### src/hw/rtl/mnes_pkg.sv
// Shared types and constants for the note event scheduler.
package mnes_pkg;

    localparam int EVENT_SLOTS_DEF = 32;
    localparam int TIME_BITS_DEF   = 24;

    localparam logic [7:0] MSG_ON  = 8'h90;
    localparam logic [7:0] MSG_OFF = 8'h80;

    typedef enum logic [1:0] {
        CMD_ADD   = 2'd0,
        CMD_TICK  = 2'd1,
        CMD_CLEAR = 2'd2,
        CMD_NONE  = 2'd3
    } cmd_t;

    typedef struct packed {
        logic [1:0]  cmd;
        logic [23:0] start_ms;
        logic [4:0]  chan_num;
        logic [6:0]  key;
        logic [6:0]  strike;
        logic [15:0] length_ms;
    } sched_in_t;

    typedef struct packed {
        logic [7:0] status_byte;
        logic [6:0] data_key;
        logic [6:0] data_velocity;
        logic       last_of_tick;
    } sched_out_t;

    typedef struct packed {
        logic [3:0]  chan;
        logic [6:0]  key;
        logic [6:0]  vel;
        logic [15:0] len;
    } ev_info_t;

    typedef struct packed {
        logic [3:0] chan;
        logic [6:0] key;
    } act_info_t;

    typedef struct packed {
        logic take_prev;
        logic take_new;
    } ev_ctl_t;

    typedef struct packed {
        logic shift;
        logic load;
    } act_ctl_t;

endpackage

### src/hw/rtl/mnes_active_cell.sv
// One slot of the sounding-note queue; shifts toward the head during a retire pass.
module mnes_active_cell #(
    parameter int TIME_BITS = mnes_pkg::TIME_BITS_DEF
) (
    input  logic                     clk,
    input  mnes_pkg::act_ctl_t       ctl,
    input  logic [TIME_BITS-1:0]     load_end,
    input  mnes_pkg::act_info_t      load_info,
    input  logic [TIME_BITS-1:0]     nbr_end,
    input  mnes_pkg::act_info_t      nbr_info,
    output logic [TIME_BITS-1:0]     end_ms,
    output mnes_pkg::act_info_t      info
);
    import mnes_pkg::*;

    logic [TIME_BITS-1:0] end_reg;
    act_info_t            info_reg;

    assign end_ms = end_reg;
    assign info   = info_reg;

    always_ff @(posedge clk)
    begin
        if (ctl.load)
        begin
            end_reg  <= load_end;
            info_reg <= load_info;
        end
        else if (ctl.shift)
        begin
            end_reg  <= nbr_end;
            info_reg <= nbr_info;
        end
    end

endmodule

### config.mk
export PLATFORM = sky130hd
export DESIGN_NAME = mnes_active_cell
export DESIGN_NICKNAME = d
export VERILOG_FILES = /design/src/hw/rtl/mnes_pkg.sv /design/src/hw/rtl/mnes_active_cell.sv
export SDC_FILE = /design/constraint.sdc
export NUM_CORES = 1
export LEC_CHECK = 0
export BUFFER_PORTS_ARGS = -buffer_cell sky130_fd_sc_hd__buf_2
export CAP_MARGIN = 20
export CORE_MARGIN = 2
export CORE_UTILIZATION = 40
export CTS_CLUSTER_SIZE = 20
export DETAILED_ROUTE_END_ITERATION = 6
export GPL_TIMING_DRIVEN = 0
export PLACE_DENSITY_LB_ADDON = 0.25
export SLEW_MARGIN = 5
export SYNTH_ARGS = -nofsm -noshare
export SYNTH_HDL_FRONTEND = slang
export SYNTH_SLANG_ARGS = --single-unit
### constraint.sdc
create_clock -name clk -period 3.64 [get_ports clk]
set_input_delay 0.546 -clock clk [delete_from_list [all_inputs] [get_ports clk]]
set_output_delay 0.546 -clock clk [all_outputs]
set_load 0.01 [all_outputs]
==> out/qor.tcl <==
set qor(htree_num_levels) 2
set qor(grt_use_total) 0.145
set qor(data_arrival_time_of_the_worst_path_ps) 1760
set qor(synth.area.mux_share) 0.308
set qor(antenna-diode-count) 0
set qor(synth-compound-area-share) 0
set qor(post_synth_num_cell_types) 6
set qor(postSynthAreaPerCell_sq_um) 21.8
set qor(grt_pass1_wl_microns) 4640
set qor(final_nets) 262
set qor(antenna_violating_nets_post_route) 0
set qor(slew-limit-headroom) 0.440
set qor(cap_viol_max_count) 0
set qor(detailroute.via_count) 1086
set qor(min_period_over_period) 0.487
set qor(yosysSeqAreaShare) 0.644
set qor(drtPass1Iterations) 2
set qor(post-synth-top-area-cell) {sky130_fd_sc_hd__edfxtp_1}
set qor(detail_route.drc_violations) 0
set qor(hpwl_microns) 2630
set qor(total_congestion_overflow_after_global_routing) 0
set qor(min_period_ps) 1770
set qor(num_io_pins) 108
set qor(placement.io_buffers) 106
set qor(ir_drop_v) 0.000217
set qor(cts-buffers-inserted) 5
set qor(fp.dieArea_sq_um) 4610
set qor(syn_inst) 75
set qor(edff_count_synth) 35
set qor(grt_setup_unrepaired) {no}
set qor(ctsLongestPathBuffers) 2
set qor(number_of_max_slew_violations_in_the_final_report) 0
set qor(clock.fmax_ghz) 0.564
set qor(clkTransAtPathRegs_ps) 70
set qor(setup-violations-final) 0
set qor(detail_route.iter0.violations) 40
set qor(run_status) {completed}
set qor(yosys.area_share.xor_xnor) 0
set qor(cts-resized-gates) 0
set qor(synth_async_sr_flop_share) 0
set qor(avgRoutedWirePerCell_microns) 14.2
set qor(first_global_vias) 998
set qor(startpoint_class_of_the_critical_path) {input port}
set qor(initial_core_util) 0.411
set qor(synthTopCellsByCount) {35 x sky130_fd_sc_hd__edfxtp_1, 29 x sky130_fd_sc_hd__mux2_4, 6 x sky130_fd_sc_hd__mux2_2}
set qor(totalNegativeSetupSlack_ps) 0
set qor(synth_seq_cells) 35
set qor(setup.worst_path.class) {input port to flop}
set qor(final.fill_count) 316
set qor(worst_path_dominant_cell_family) {simple AND/OR/NAND/NOR gates}
set qor(vias_per_cell) 4.53
set qor(flow.area_growth_from_synthesis_pct) 42.9
set qor(combined_area_of_the_multi_input_logic_cells_sq_um) 509
set qor(required_ps) 3630
set qor(crit_slowest_cell) {sky130_fd_sc_hd__or2_1}
set qor(tritoncts_clock_tree) {done}
set qor(path_buf_inv) 3
set qor(power_density_nw_per_um2) 406
set qor(total_setup_buffers_inserted_after_cts) 0
set qor(yosys_warning_count) 0
set qor(synth-main-ff-cell) {sky130_fd_sc_hd__edfxtp_1}
set qor(report.power.total_uw) 946
set qor(hold_path.class) {input port to flop}
set qor(clock-sinks) 35
set qor(sequential_cell_area_sq_um) 1050
set qor(synth_fa_ha_area_frac) 0
set qor(largest_register_ffs) 24
set qor(critical_path.max_fanout) 19
set qor(yosysMostFrequentCell) {sky130_fd_sc_hd__edfxtp_1}
set qor(worstMarginPinSlew_ps) 840
set qor(crit_chain) {buf_6 -> buf_12 -> or2_1 -> buf_16}
set qor(finalHoldViolCount) 0
set qor(grt_max_degree) 20
set qor(layout-drive-gt1-share) 0.795
set qor(syn-cell-area_sq_um) 1630
set qor(fp.dieH_microns) 67.9
set qor(post_synth_and_or_nand_nor_area_fraction) 0.00383
set qor(floorplan.core_area_sq_um) 3970
set qor(critPathCaptureType) {flop}
set qor(leakagePower_nw) 1.12
set qor(gpl.final_weighted_congestion) 0.663
set qor(synth_top_family_by_area) {multiplexers}
set qor(mappedNetlistNets) 148
set qor(grt_antenna_before_repair) 0
set qor(critical-path-max-stage-delay_ps) 660
set qor(postCtsHoldBufs) 0
set qor(share_of_yosys_cell_area_claimed_by_the_top_area_cell_type) 0.644
set qor(postRouteWirelength_microns) 3410
set qor(die_width_microns) 67.9
set qor(synth_top_cells_by_area) {sky130_fd_sc_hd__edfxtp_1 64%, sky130_fd_sc_hd__mux2_4 27%, sky130_fd_sc_hd__mux2_2 4.1%}
set qor(clock_tree.root_cell) {sky130_fd_sc_hd__clkbuf_8}
set qor(num_rows) 23
==> power breakdown <==
group / total [mW] / internal, mW / switching, mW / leakage, nW
logic: 0.184 / 0.107 / 0.0773 / 0.728
clock network: 0.257 / 0.130 / 0.127 / 0.0403
registers: 0.505 / 0.495 / 0.00984 / 0.357
total: 0.946 / 0.732 / 0.214 / 1.12
==> cell type report <==
class,count,area share
timing repair buffer,107,0.239
clock inverter,2,0.00322
clock buffer,6,0.0311
multi-input combinational,36,0.218
buffer,4,0.0306
tap,50,0.0268
sequential,35,0.451
==> cells in the final DEF (no fill, tap or decap), drive strengths merged <==
master,instances
mux2,35
edfxtp,35
clkbuf,6
clkinv,2
buf,111
or2,1
==> worst paths after layout <==
| kind | from | to | cells past startpoint |
|---|---|---|---|
| worst max-delay path | ctl[0] | end_ms[12] | 4 |
| worst min-delay path | load_end[14] | end_ms[14] | 2 |
==> per-stage QoR <==
stage / cells / cell area [sq um] / hold WS [ps] / setup WS [ps] / utilization
3_3_place_gp: 231 / 2220 / 845 / 1300 / 0.560
4_1_cts: 240 / 2330 / 553 / 1840 / 0.587
6_report: 240 / 2330 / 560 / 1870 / 0.587
2_1_floorplan: 75 / 1630 / 763 / 1600 / -
5_1_grt: 240 / 2330 / 544 / 1800 / 0.587
3_5_place_dp: 232 / 2250 / 849 / 1550 / 0.567
==> logic make-up (layout without fill, tap and decap cells) <==
kind of cell           after synthesis  after routing
buffers and inverters                4            119
and+or+nand+nor                      1              1
DFF                                 35             35
muxes                               35             35
==> per-layer routing <==
layer,up-vias,wire length (microns),GRT usage
met3,7,280,0.0444
li1,521,-,-
met4,0,61,0.0750
met2,54,1870,0.272
met1,504,1200,0.143
met5,-,0,0
(Power assumes the default switching activity.)
