## src/hw/rtl/mnes_pkg.sv

```systemverilog
// Shared types and constants for the note event scheduler.
package mnes_pkg;

    localparam int EVENT_SLOTS_DEF = 32;
    localparam int TIME_BITS_DEF   = 24;

    localparam logic [7:0] MSG_ON  = 8'h90;
    localparam logic [7:0] MSG_OFF = 8'h80;

    typedef enum logic [1:0] {
        CMD_ADD   = 2'd0,
        CMD_TICK  = 2'd1,
        CMD_CLEAR = 2'd2,
        CMD_NONE  = 2'd3
    } cmd_t;

    typedef struct packed {
        logic [1:0]  cmd;
        logic [23:0] start_ms;
        logic [4:0]  chan_num;
        logic [6:0]  key;
        logic [6:0]  strike;
        logic [15:0] length_ms;
    } sched_in_t;

    typedef struct packed {
        logic [7:0] status_byte;
        logic [6:0] data_key;
        logic [6:0] data_velocity;
        logic       last_of_tick;
    } sched_out_t;

    typedef struct packed {
        logic [3:0]  chan;
        logic [6:0]  key;
        logic [6:0]  vel;
        logic [15:0] len;
    } ev_info_t;

    typedef struct packed {
        logic [3:0] chan;
        logic [6:0] key;
    } act_info_t;

    typedef struct packed {
        logic take_prev;
        logic take_new;
    } ev_ctl_t;

    typedef struct packed {
        logic shift;
        logic load;
    } act_ctl_t;

endpackage

```

## src/hw/rtl/mnes_event_cell.sv

```systemverilog
// One slot of the time-sorted event table; shifts up from its lower neighbor on insert.
module mnes_event_cell #(
    parameter int TIME_BITS = mnes_pkg::TIME_BITS_DEF
) (
    input  logic                     clk,
    input  mnes_pkg::ev_ctl_t        ctl,
    input  logic                     in_range,
    input  logic [TIME_BITS-1:0]     new_start,
    input  mnes_pkg::ev_info_t       new_info,
    input  logic [TIME_BITS-1:0]     prev_start,
    input  mnes_pkg::ev_info_t       prev_info,
    output logic [TIME_BITS-1:0]     start,
    output mnes_pkg::ev_info_t       info,
    output logic                     later
);
    import mnes_pkg::*;

    logic [TIME_BITS-1:0] start_reg;
    ev_info_t             info_reg;

    // This slot holds a pending event that must move past the new one.
    assign later = in_range && (start_reg > new_start);
    assign start = start_reg;
    assign info  = info_reg;

    always_ff @(posedge clk)
    begin
        if (ctl.take_prev)
        begin
            start_reg <= prev_start;
            info_reg  <= prev_info;
        end
        else if (ctl.take_new)
        begin
            start_reg <= new_start;
            info_reg  <= new_info;
        end
    end

endmodule

```

## config.mk

```make
export PLATFORM = sky130hd
export DESIGN_NAME = mnes_event_cell
export DESIGN_NICKNAME = d
export VERILOG_FILES = /design/src/hw/rtl/mnes_pkg.sv /design/src/hw/rtl/mnes_event_cell.sv
export SDC_FILE = /design/constraint.sdc
export NUM_CORES = 1
export LEC_CHECK = 0
export ABC_AREA = 1
export BUFFER_PORTS_ARGS = -buffer_cell sky130_fd_sc_hd__buf_2
export CAP_MARGIN = 10
export CORE_AREA = 2 2 78 109
export DETAILED_ROUTE_END_ITERATION = 10
export DIE_AREA = 0 0 80 111
export PLACE_DENSITY = 0.75
export SYNTH_ARGS = -nofsm -noshare
export SYNTH_HDL_FRONTEND = slang
export SYNTH_SLANG_ARGS = --single-unit
```

## constraint.sdc

```tcl
create_clock -name clk -period 2.4 [get_ports clk]
set_input_delay 0.36 -clock clk [delete_from_list [all_inputs] [get_ports clk]]
set_output_delay 0.36 -clock clk [all_outputs]
set_load 0.05 [all_outputs]
```

==> results by group, run 1 <==
Die
  • I/O pins: 179
  • Starting Density: 38.52%
  • Die Area: 0.008880 mm2
  • Core area: 0.008003 mm2
  • Die Span Y: 111 um
  • Floorplan row count: 39
  • Die W: 80 um

Layout
  • Most frequent cells in the layout: buf_2, nand2_1, edfxtp_1
  • Max reg flops: 34
  • Commonest non-fill, non-tap cell in the layout: buf_2
  • Area grow syn2layout: 42.61%
  • N_diodes: 0
  • Post-layout nets: 657
  • Fraction of layout cells with a size suffix above 1: 40.43%

Critical path
  • Maximum fanout along the worst path: 3
  • Critical Path RT: 2.04 ns
  • Crit. End Element: output pin
  • CP Class: flop to output pin
  • Startpoint types: flop
  • WP data arrival: 1.93 ns

Yosys
  • Netlist cell types: 20
  • Post-Syn Area: 0.003083 mm2
  • Ys flop type: edfxtp_1
  • Synth top area share: 56.49%
  • Post-Syn Instances: 333
  • Post-synth EDFFs: 58
  • Post-synthesis sequential area ratio: 56.49%
  • FF+latch count, synth: 58
  • Mapped Nets: 477
  • Async SR Flop Fraction: 0%
  • Synth warn: 0
  • Syn avg cell area: 9.258 um2
  • Synth area leader: edfxtp_1
  • Synth top area cells: edfxtp_1, nand2_1, ha_1

Timing
  • RSZ-0062 raised after global routing: no
  • Max_slew headroom: 64.38%
  • Setup TNS Final: 0 ns
  • Final setup vio count: 0
  • Post-layout minimum cycle time: 2.293 ns
  • Final period util: 95.53%
  • Post-route setup slack: 0.1072 ns
  • Worst Max-Slew Pin Slew: 0.5335 ns
  • F_max: 436.1 MHz
  • Final Hold Fails: 0
  • Final Max Slew Viols: 0

Min path
  • WHS Endpoint: info[12]
  • Hold path startpoint: new_info[12]
  • Cells on Worst Hold Path: 3
  • Hold Path Class: input pin to flop

Route
  • DRT Pass-1 Iters: 4
  • Vias post-DR: 2823
  • Vias per inst: 4.561
  • Drt drc: 0
  • Post-detailed-route count of antenna-violating nets: 0
  • Routed len/inst: 12.26 um
  • WL final: 7589 um
  • Initial DRC count: 53

Global routing
  • Pin count of the biggest net entering global routing: 67
  • First-pass GRT wire length: 12060 um
  • Initial antenna violation count: 0
  • GRT Util Overall: 17.64%
  • Vias in the first global route: 2742
  • Remaining global-route overflow: 0

Placed design
  • DP HPWL: 5947 um
  • Gpl congestion: 0.7884
  • Port Buf Inserts: 178
  • Pre-CTS setup slack: 0.2530 ns

Run status
  • Status: finished clean

Clocking
  • Max Buffers Root-to-Sink: 2
  • CTS Root Cell: clkbuf_16
  • H-tree depth: 3
  • Clock Sinks: 58
  • CTS Hold Bufs: 0
  • CTS tree: done
  • CTS buffer count: 9
  • Clk slew on worst S/H paths: 0.05 ns

Pwr
  • Power per cell area: 797.9 mW/mm2
  • Peak supply drop: 0.4037 mV
  • Leak Pwr: 2.339 nW

Flow run
  • Maximum Capacitance Violations: 0
==> cell type report <==
class	count	area (um2)
clock buffers	9	225.2
clock inverters	6	82.58
fillers	750	3606
inverters	34	127.6
multi-input cells	229	1160
flip-flops and latches	58	1742
well taps	102	127.6
repair buffers	181	932.1
==> where the power goes <==
group          leakage [nW]  switching, mW  total [mW]  internal (mW)
Combinational          1.59          0.649       0.897          0.248
Sequential            0.597         0.0414        1.29           1.25
Clock                 0.151          0.426        1.32          0.895
==> per-stage QoR <==
stage | util, % | cells | area, um2 | hold slack [ns] | power [mW]
3_3_place_gp | 50.99 | 604 | 4080 | 0.6231 | 2.191
5_1_grt | 54.94 | 619 | 4397 | 0.3008 | 3.659
2_1_floorplan | - | 333 | 3085 | 0.5386 | 1.940
6_report | 54.94 | 619 | 4397 | 0.3072 | 3.508
4_1_cts | 54.86 | 619 | 4390 | 0.2931 | 3.545
3_5_place_dp | 50.99 | 604 | 4080 | 0.6289 | 2.209
==> worst max-delay path, stage by stage (launching register included) <==
cell	delay (ns)
edfxtp_1	0.40
ha_1	0.34
nand4_1	0.17
nor2_2	0.16
nand2_1	0.09
a21oi_2	0.12
nor2_2	0.07
nor2_2	0.10
buf_6	0.17
==> repair_timing <==
action	in CTS	in global routing
gates resized for setup	1	3
endpoints found under the setup margin	1	1
endpoints found under the hold margin	0	0
pin swaps	0	2
buffers inserted	0	0
==> how the worst max path moves through the flow <==
stage                   end          start  slack [ns]  depth (start not counted)
finish                later      start[23]        0.11                          8
global route          later      start[23]        0.01                          8
global placement      later  new_start[23]        0.30                         10
floorplan           info[0]         ctl[1]        0.14                          2
detailed placement    later  new_start[23]        0.25                         10
CTS                   later      start[23]        0.03                          8
==> synth_stat cells (2+ instances only) <==
master / count
a21o_1: 2
nor2_1: 7
ha_1: 24
buf_2: 11
nand2_1: 153
a21oi_1: 8
inv_2: 6
inv_1: 28
nand4_1: 3
edfxtp_1: 58
o21ai_1: 24
==> cells by family (layout without fill, tap and decap cells) <==
kind of cell	after synthesis	in the layout	synth area share [%]
AND/OR/NAND/NOR	169	169	21.59
flip-flops	58	58	56.49
AO/OA/AOI/OAI	36	36	6.128
buffers and inverters	46	230	6.047
adder cells (fa/ha/maj)	24	24	9.740
==> routing by layer <==
metal | global-route usage (%) | routed length [um]
met1 | 19.57 | 2960
met2 | 30.50 | 3984
met3 | 3.909 | 498
met4 | 9.605 | 146
met5 | 0 | 0
No activity file was read; power rests on OpenSTA's default activity.
==> inputs of run 2 (changes only) <==
--- a/config.mk
+++ b/config.mk
@@ -8,9 +8,9 @@
 export ABC_AREA = 1
 export BUFFER_PORTS_ARGS = -buffer_cell sky130_fd_sc_hd__buf_2
 export CAP_MARGIN = 10
-export CORE_AREA = 2 2 78 109
+export CORE_AREA = 8 8 84 115
 export DETAILED_ROUTE_END_ITERATION = 10
-export DIE_AREA = 0 0 80 111
+export DIE_AREA = 0 0 92 123
 export PLACE_DENSITY = 0.75
 export SYNTH_ARGS = -nofsm -noshare
 export SYNTH_HDL_FRONTEND = slang
==> run 2 against run 1 <==
Net effect:
- clock power decreased by 17%
- worst hold slack got worse by 0.0044 ns
- setup slack improved by 0.016 ns
- flip-flop and latch count unchanged
- cell count increased by 0.16%
- combinational power increased by 2.3%
- critical path depth increased by 2
- core utilization about the same
- count of clock-buffer cells in the layout increased by 3
- critical path type unchanged
- die area increased by 27%
==> results by group, run 2 (same netlist as run 1, synthesis figures left out) <==
Clocking
  • CTS Root Cell: clkbuf_16
  • CTS buffer count: 9 (unchanged)
  • Max Buffers Root-to-Sink: 2 (unchanged)
  • # Post-CTS Setup Buffers: 0 (unchanged)
  • CTS Hold Bufs: 0 (unchanged)
  • CTS tree: done
  • Post-CTS sizing: 0 (-1)
  • Clock Sinks: 58 (unchanged)
  • H-tree depth: 3 (unchanged)
  • Clk slew on worst S/H paths: 0.05 ns (about the same)

Layout
  • Post-layout nets: 657 (unchanged)
  • Most frequent cells in the layout: buf_2, nand2_1, edfxtp_1
  • Commonest non-fill, non-tap cell in the layout: buf_2
  • N_diodes: 0 (unchanged)
  • Area grow syn2layout: 42.57% (about the same)
  • Fraction of layout cells with a size suffix above 1: 40.73% (+0.31 points)
  • Fin util: 54.93% (about the same)
  • Max reg flops: 34 (unchanged)

Pwr
  • Total power: 3.305 mW (-5.8%)
  • Leak Pwr: 2.317 nW (-0.93%)
  • Peak supply drop: 0.4674 mV (+16%)
  • Power per cell area: 751.9 mW/mm2 (-5.8%)

Route
  • Initial DRC count: 81 (+53%)
  • Routed len/inst: 14.51 um (+18%)
  • Post-detailed-route count of antenna-violating nets: 0 (unchanged)
  • Vias post-DR: 2828 (+0.18%)
  • Vias per inst: 4.561 (about the same)
  • DRT Pass-1 Iters: 4 (unchanged)
  • Drt drc: 0 (unchanged)
  • WL final: 8998 um (+19%)

Critical path
  • Crit. End Element: output pin
  • WP data arrival: 1.92 ns (about the same)
  • Maximum fanout along the worst path: 3 (unchanged)
  • Critical Path RT: 2.04 ns (about the same)
  • CP Class: flop to output pin
  • Startpoint types: flop

Flow run
  • Maximum Capacitance Violations: 0 (unchanged)

Die
  • Core area: 0.008003 mm2 (unchanged)
  • Die W: 92 um (+15%)
  • Die Area: 0.01132 mm2 (+27%)
  • I/O pins: 179 (unchanged)
  • Die Span Y: 123 um (+11%)
  • Starting Density: 38.52% (unchanged)
  • Floorplan row count: 39 (unchanged)

Timing
  • Final Max Slew Viols: 0 (unchanged)
  • Max_slew headroom: 50.83% (-14 points)
  • Setup TNS Final: 0 ns (unchanged)
  • Final Hold Fails: 0 (unchanged)
  • Final setup vio count: 0 (unchanged)
  • F_max: 439.2 MHz (+0.70%)
  • Post-layout minimum cycle time: 2.277 ns (-0.01585 ns)
  • Final period util: 94.87% (-0.66 points)
  • RSZ-0062 raised after global routing: no
  • Worst Max-Slew Pin Slew: 0.7375 ns (+0.2040 ns)

Global routing
  • First-pass GRT wire length: 14150 um (+17%)
  • Remaining global-route overflow: 0 (unchanged)
  • Vias in the first global route: 3049 (+11%)
  • Initial antenna violation count: 3 (+3)
  • Pin count of the biggest net entering global routing: 51 (-24%)
  • GRT Util Overall: 15.97% (-1.7 points)

Run status
  • Status: finished clean

Placed design
  • DP HPWL: 7127 um (+20%)
  • Port Buf Inserts: 178 (unchanged)
  • Gpl congestion: 0.7933 (+0.62%)

Min path
  • Hold Path Class: input pin to flop
-- run 2: report_power, final --
group          switching (mW)  total [mW]  internal, mW  leakage (nW)
logic                   0.660       0.918         0.257          1.59
registers              0.0418        1.29          1.25         0.597
clock network           0.409        1.10         0.687         0.128
-- run 2: final timing paths --
kind  slack, ns    startpoint       end  cells after the start
max        0.12     start[19]     later                     10
min        0.30  new_info[18]  info[18]                      3
-- run 2: routing by layer --
layer / part of all wire (%) / vias to the layer above / GRT usage, % / routed length (um)
met1: 38 / 1226 / 16.03 / 3393
met5: 0.37 / - / 0 / 33
met4: 2.6 / 6 / 9.707 / 238
met3: 8.9 / 23 / 6.379 / 801
met2: 50 / 125 / 27.40 / 4532
li1: - / 1448 / - / -
-- run 2: through the flow --
step	worst slack [ns]	std cells	cell area, um2	hold slack, ns
floorplan	0.1425	333	3085	0.5386
detailed placement	0.3108	604	4080	0.6277
finish	0.1231	620	4395	0.3028
global route	0.01295	620	4395	0.2993
global placement	0.3443	604	4080	0.6223
CTS	0.02326	620	4335	0.2885
-- run 2: layout make-up --
cell class / instances / area [um2]
Inverter: 34 / 127.6
Clock inverter: 4 / 18.77
Sequential cell: 58 / 1742
Clock buffer: 12 / 236.5
Multi-Input combinational cell: 229 / 1211
Fill cell: 733 / 3607
Tap cell: 102 / 127.6
Timing Repair Buffer: 181 / 932.1
-- run 2: critical path, cell delays in order, from the launching register on --
cell      delay (ns)
edfxtp_1        0.43
ha_4            0.31
nand2_1         0.06
inv_2           0.06
nand3_2         0.08
nor2_4          0.13
nand2_1         0.07
a21oi_2         0.10
nor2_1          0.07
nor2_2          0.11
buf_6           0.17
==> inputs of run 3 (changes only) <==
==> constraint.sdc (replaced) <==
create_clock -name clk -period 2.4 [get_ports clk]
set_input_delay 0.48 -clock clk [delete_from_list [all_inputs] [get_ports clk]]
set_output_delay 0.48 -clock clk [all_outputs]
set_load 0.05 [all_outputs]
==> run 3 against run 2 <==
Net effect:
- clock power is essentially flat
- cell area shrank 0.34%
- total power is essentially flat
- combinational power is essentially flat
- sequential power is essentially flat
- cell count grew 0.48%
- global-route usage grew 0.11 points
- critical path depth is the same
- fmax shrank 3.7%
- critical path type unchanged
- largest power group unchanged
- highest routed layer unchanged
==> results by group, run 3 (same netlist as run 1, synthesis figures left out) <==
Die
  • Die Span Y: 123 um (unchanged)
  • Floorplan row count: 39 (unchanged)
  • Die Area: 0.01132 mm2 (unchanged)
  • Core area: 0.008003 mm2 (unchanged)
  • Die W: 92 um (unchanged)
  • I/O pins: 179 (unchanged)
  • Starting Density: 38.52% (unchanged)

Layout
  • Most frequent cells in the layout: buf_2, nand2_1, edfxtp_1
  • Post-layout nets: 659 (+0.30%)
  • Cell area after layout: 0.004380 mm2 (-0.34%)
  • Area of the multi-input gates: 0.001180 mm2 (-2.6%)
  • Fraction of layout cells with a size suffix above 1: 40.38% (-0.35 points)
  • Commonest non-fill, non-tap cell in the layout: buf_2
  • Max reg flops: 34 (unchanged)
  • Sequential cell area: 0.001742 mm2 (unchanged)
  • Fill cells: 765 (+4.4%)
  • Area grow syn2layout: 42.09%

Global routing
  • Initial antenna violation count: 3 (unchanged)
  • First-pass GRT wire length: 14320 um (+1.2%)
  • Vias in the first global route: 3068 (+0.62%)
  • Remaining global-route overflow: 0 (unchanged)
  • GRT Util Overall: 16.09% (+0.11 points)
  • Pin count of the biggest net entering global routing: 51 (unchanged)

Flow run
  • Maximum Capacitance Violations: 0 (unchanged)

Timing
  • Max_slew headroom: 54.57% (+3.7 points)
  • Final Hold Fails: 0 (unchanged)
  • Post-layout minimum cycle time: 2.365 ns (+0.08786 ns)
  • F_max: 422.9 MHz (-3.7%)
  • Final Hold Slack: 0.4174 ns (+0.1146 ns)
  • RSZ-0062 raised after global routing: yes
  • Setup TNS Final: 0 ns (unchanged)
  • Worst Max-Slew Pin Slew: 0.6815 ns (-0.05604 ns)
  • Final period util: 98.53% (+3.7 points)
  • Final Max Slew Viols: 0 (unchanged)
  • Final setup vio count: 0 (unchanged)

Route
  • Post-detailed-route count of antenna-violating nets: 0 (unchanged)
  • Drt drc: 0 (unchanged)
  • Vias per inst: 4.535 (-0.59%)
  • DRT Pass-1 Iters: 4 (unchanged)
  • WL final: 8989 um (-0.10%)
  • Vias post-DR: 2825 (-0.11%)
  • Initial DRC count: 94 (+16%)
  • Routed len/inst: 14.43 um (-0.58%)

Pwr
  • Peak supply drop: 0.4934 mV (+5.5%)
  • Leak Pwr: 2.324 nW (+0.32%)
  • Int Power: 2.186 mW (-0.31%)
  • Clock power frac: 33.3% (about the same)
  • Combinational power share: 27.7% (about the same)
  • NetSw: 1.117 mW (+0.47%)
  • Sw Share: 33.81% (+0.18 points)
  • Power per cell area: 754.1 mW/mm2 (+0.29%)
  • Register share of total power: 39.0% (about the same)

Critical path
  • Startpoint types: flop
  • Crit. End Element: output pin
  • Crit path max-delay family: simple AND/OR/NAND/NOR gates
  • Most frequent CP cell: nor2_2
  • WP data arrival: 1.88 ns (-0.04 ns)
  • Crit-path cells: ha_1 > nand2_1 > inv_1 > nand3_2 > nor2_2 > nand2_1 > a21oi_2 > nor2_2 > nor2_2 > buf_6
  • Crit-path slowest cell: edfxtp_1
  • Critical Path RT: 1.92 ns (-0.12 ns)
  • Critical Path Max Stage Delay: 0.40 ns (-0.03 ns)
  • Maximum fanout along the worst path: 2 (-1)
  • CP Class: flop to output pin
  • Critical path buffers and inverters: 2 (unchanged)

Placed design
  • Port Buf Inserts: 178 (unchanged)
  • DP HPWL: 7123 um (about the same)
  • Gpl congestion: 0.7831 (-1.3%)
  • Cell Area, Placed: 0.004080 mm2 (unchanged)

Run status
  • Status: finished clean

Clocking
  • Clock Sinks: 58 (unchanged)
  • CTS tree: done
  • CTS buffer count: 9 (unchanged)
  • CTS Hold Bufs: 0 (unchanged)
  • Max Buffers Root-to-Sink: 2 (unchanged)
  • H-tree depth: 3 (unchanged)
  • Clk slew on worst S/H paths: 0.05 ns (about the same)
  • CTS Root Cell: clkbuf_16

Min path
  • Hold Path Class: input pin to flop
-- run 3: cell types whose count changed in the layout (fill, tap and decap cells not counted), moves of 2 or more --
cell / delta
buf_4: +2
ha_4: -2
nor2_2: +2
clkinv_1: +2
ha_1: +2
-- run 3: power groups by stage --
| stage | combinational, mW | clock (mW) | sequential (mW) |
|---|---|---|---|
| finish | 0.915 | 1.10 | 1.29 |
| global route | 0.989 | 1.17 | 1.30 |
| detailed placement | 0.910 | 0 | 1.31 |
| global placement | 0.896 | 0 | 1.30 |
| floorplan | 0.234 | 0 | 1.71 |
| CTS | 0.913 | 1.13 | 1.29 |
-- run 3: worst paths after layout --
path	cells past startpoint	slack (ns)	start	to
min	3	0.42	new_info[24]	info[24]
max	10	0.04	start[11]	later
-- run 3: cell type report --
type	instances	share of cell area, %
sequential	58	39.76
multi-input combinational	229	26.94
timing repair buffer	183	21.62
clock buffer	11	5.313
inverter	34	2.913
tap	102	2.913
clock inverter	5	0.4856
antenna	1	0.05713
-- run 3: timing repair --
item                       4_1_cts  5_1_grt
buffers inserted                 0        2
setup endpoints to repair        1        1
pin swaps                        1        3
gates resized for setup          1        5
-- run 3: metrics by stage --
step	worst slack, ns	power (mW)	util, %	cells
detailed placement	0.07826	2.218	50.99	604
floorplan	0.02248	1.940	-	333
CTS	0.01588	3.333	54.19	620
global placement	0.1081	2.198	50.99	604
global route	-0.1404	3.456	54.71	622
finish	0.03519	3.303	54.74	623
-- run 3: metal layers --
| metal | share of wire (%) | vias up | track usage [%] | routed length [um] |
|---|---|---|---|---|
| met5 | 0.26 | - | 0 | 23 |
| met4 | 2.7 | 4 | 8.595 | 247 |
| met3 | 10 | 23 | 7.655 | 903 |
| met2 | 51 | 118 | 27.62 | 4555 |
| met1 | 36 | 1226 | 15.80 | 3259 |
| li1 | - | 1454 | - | - |
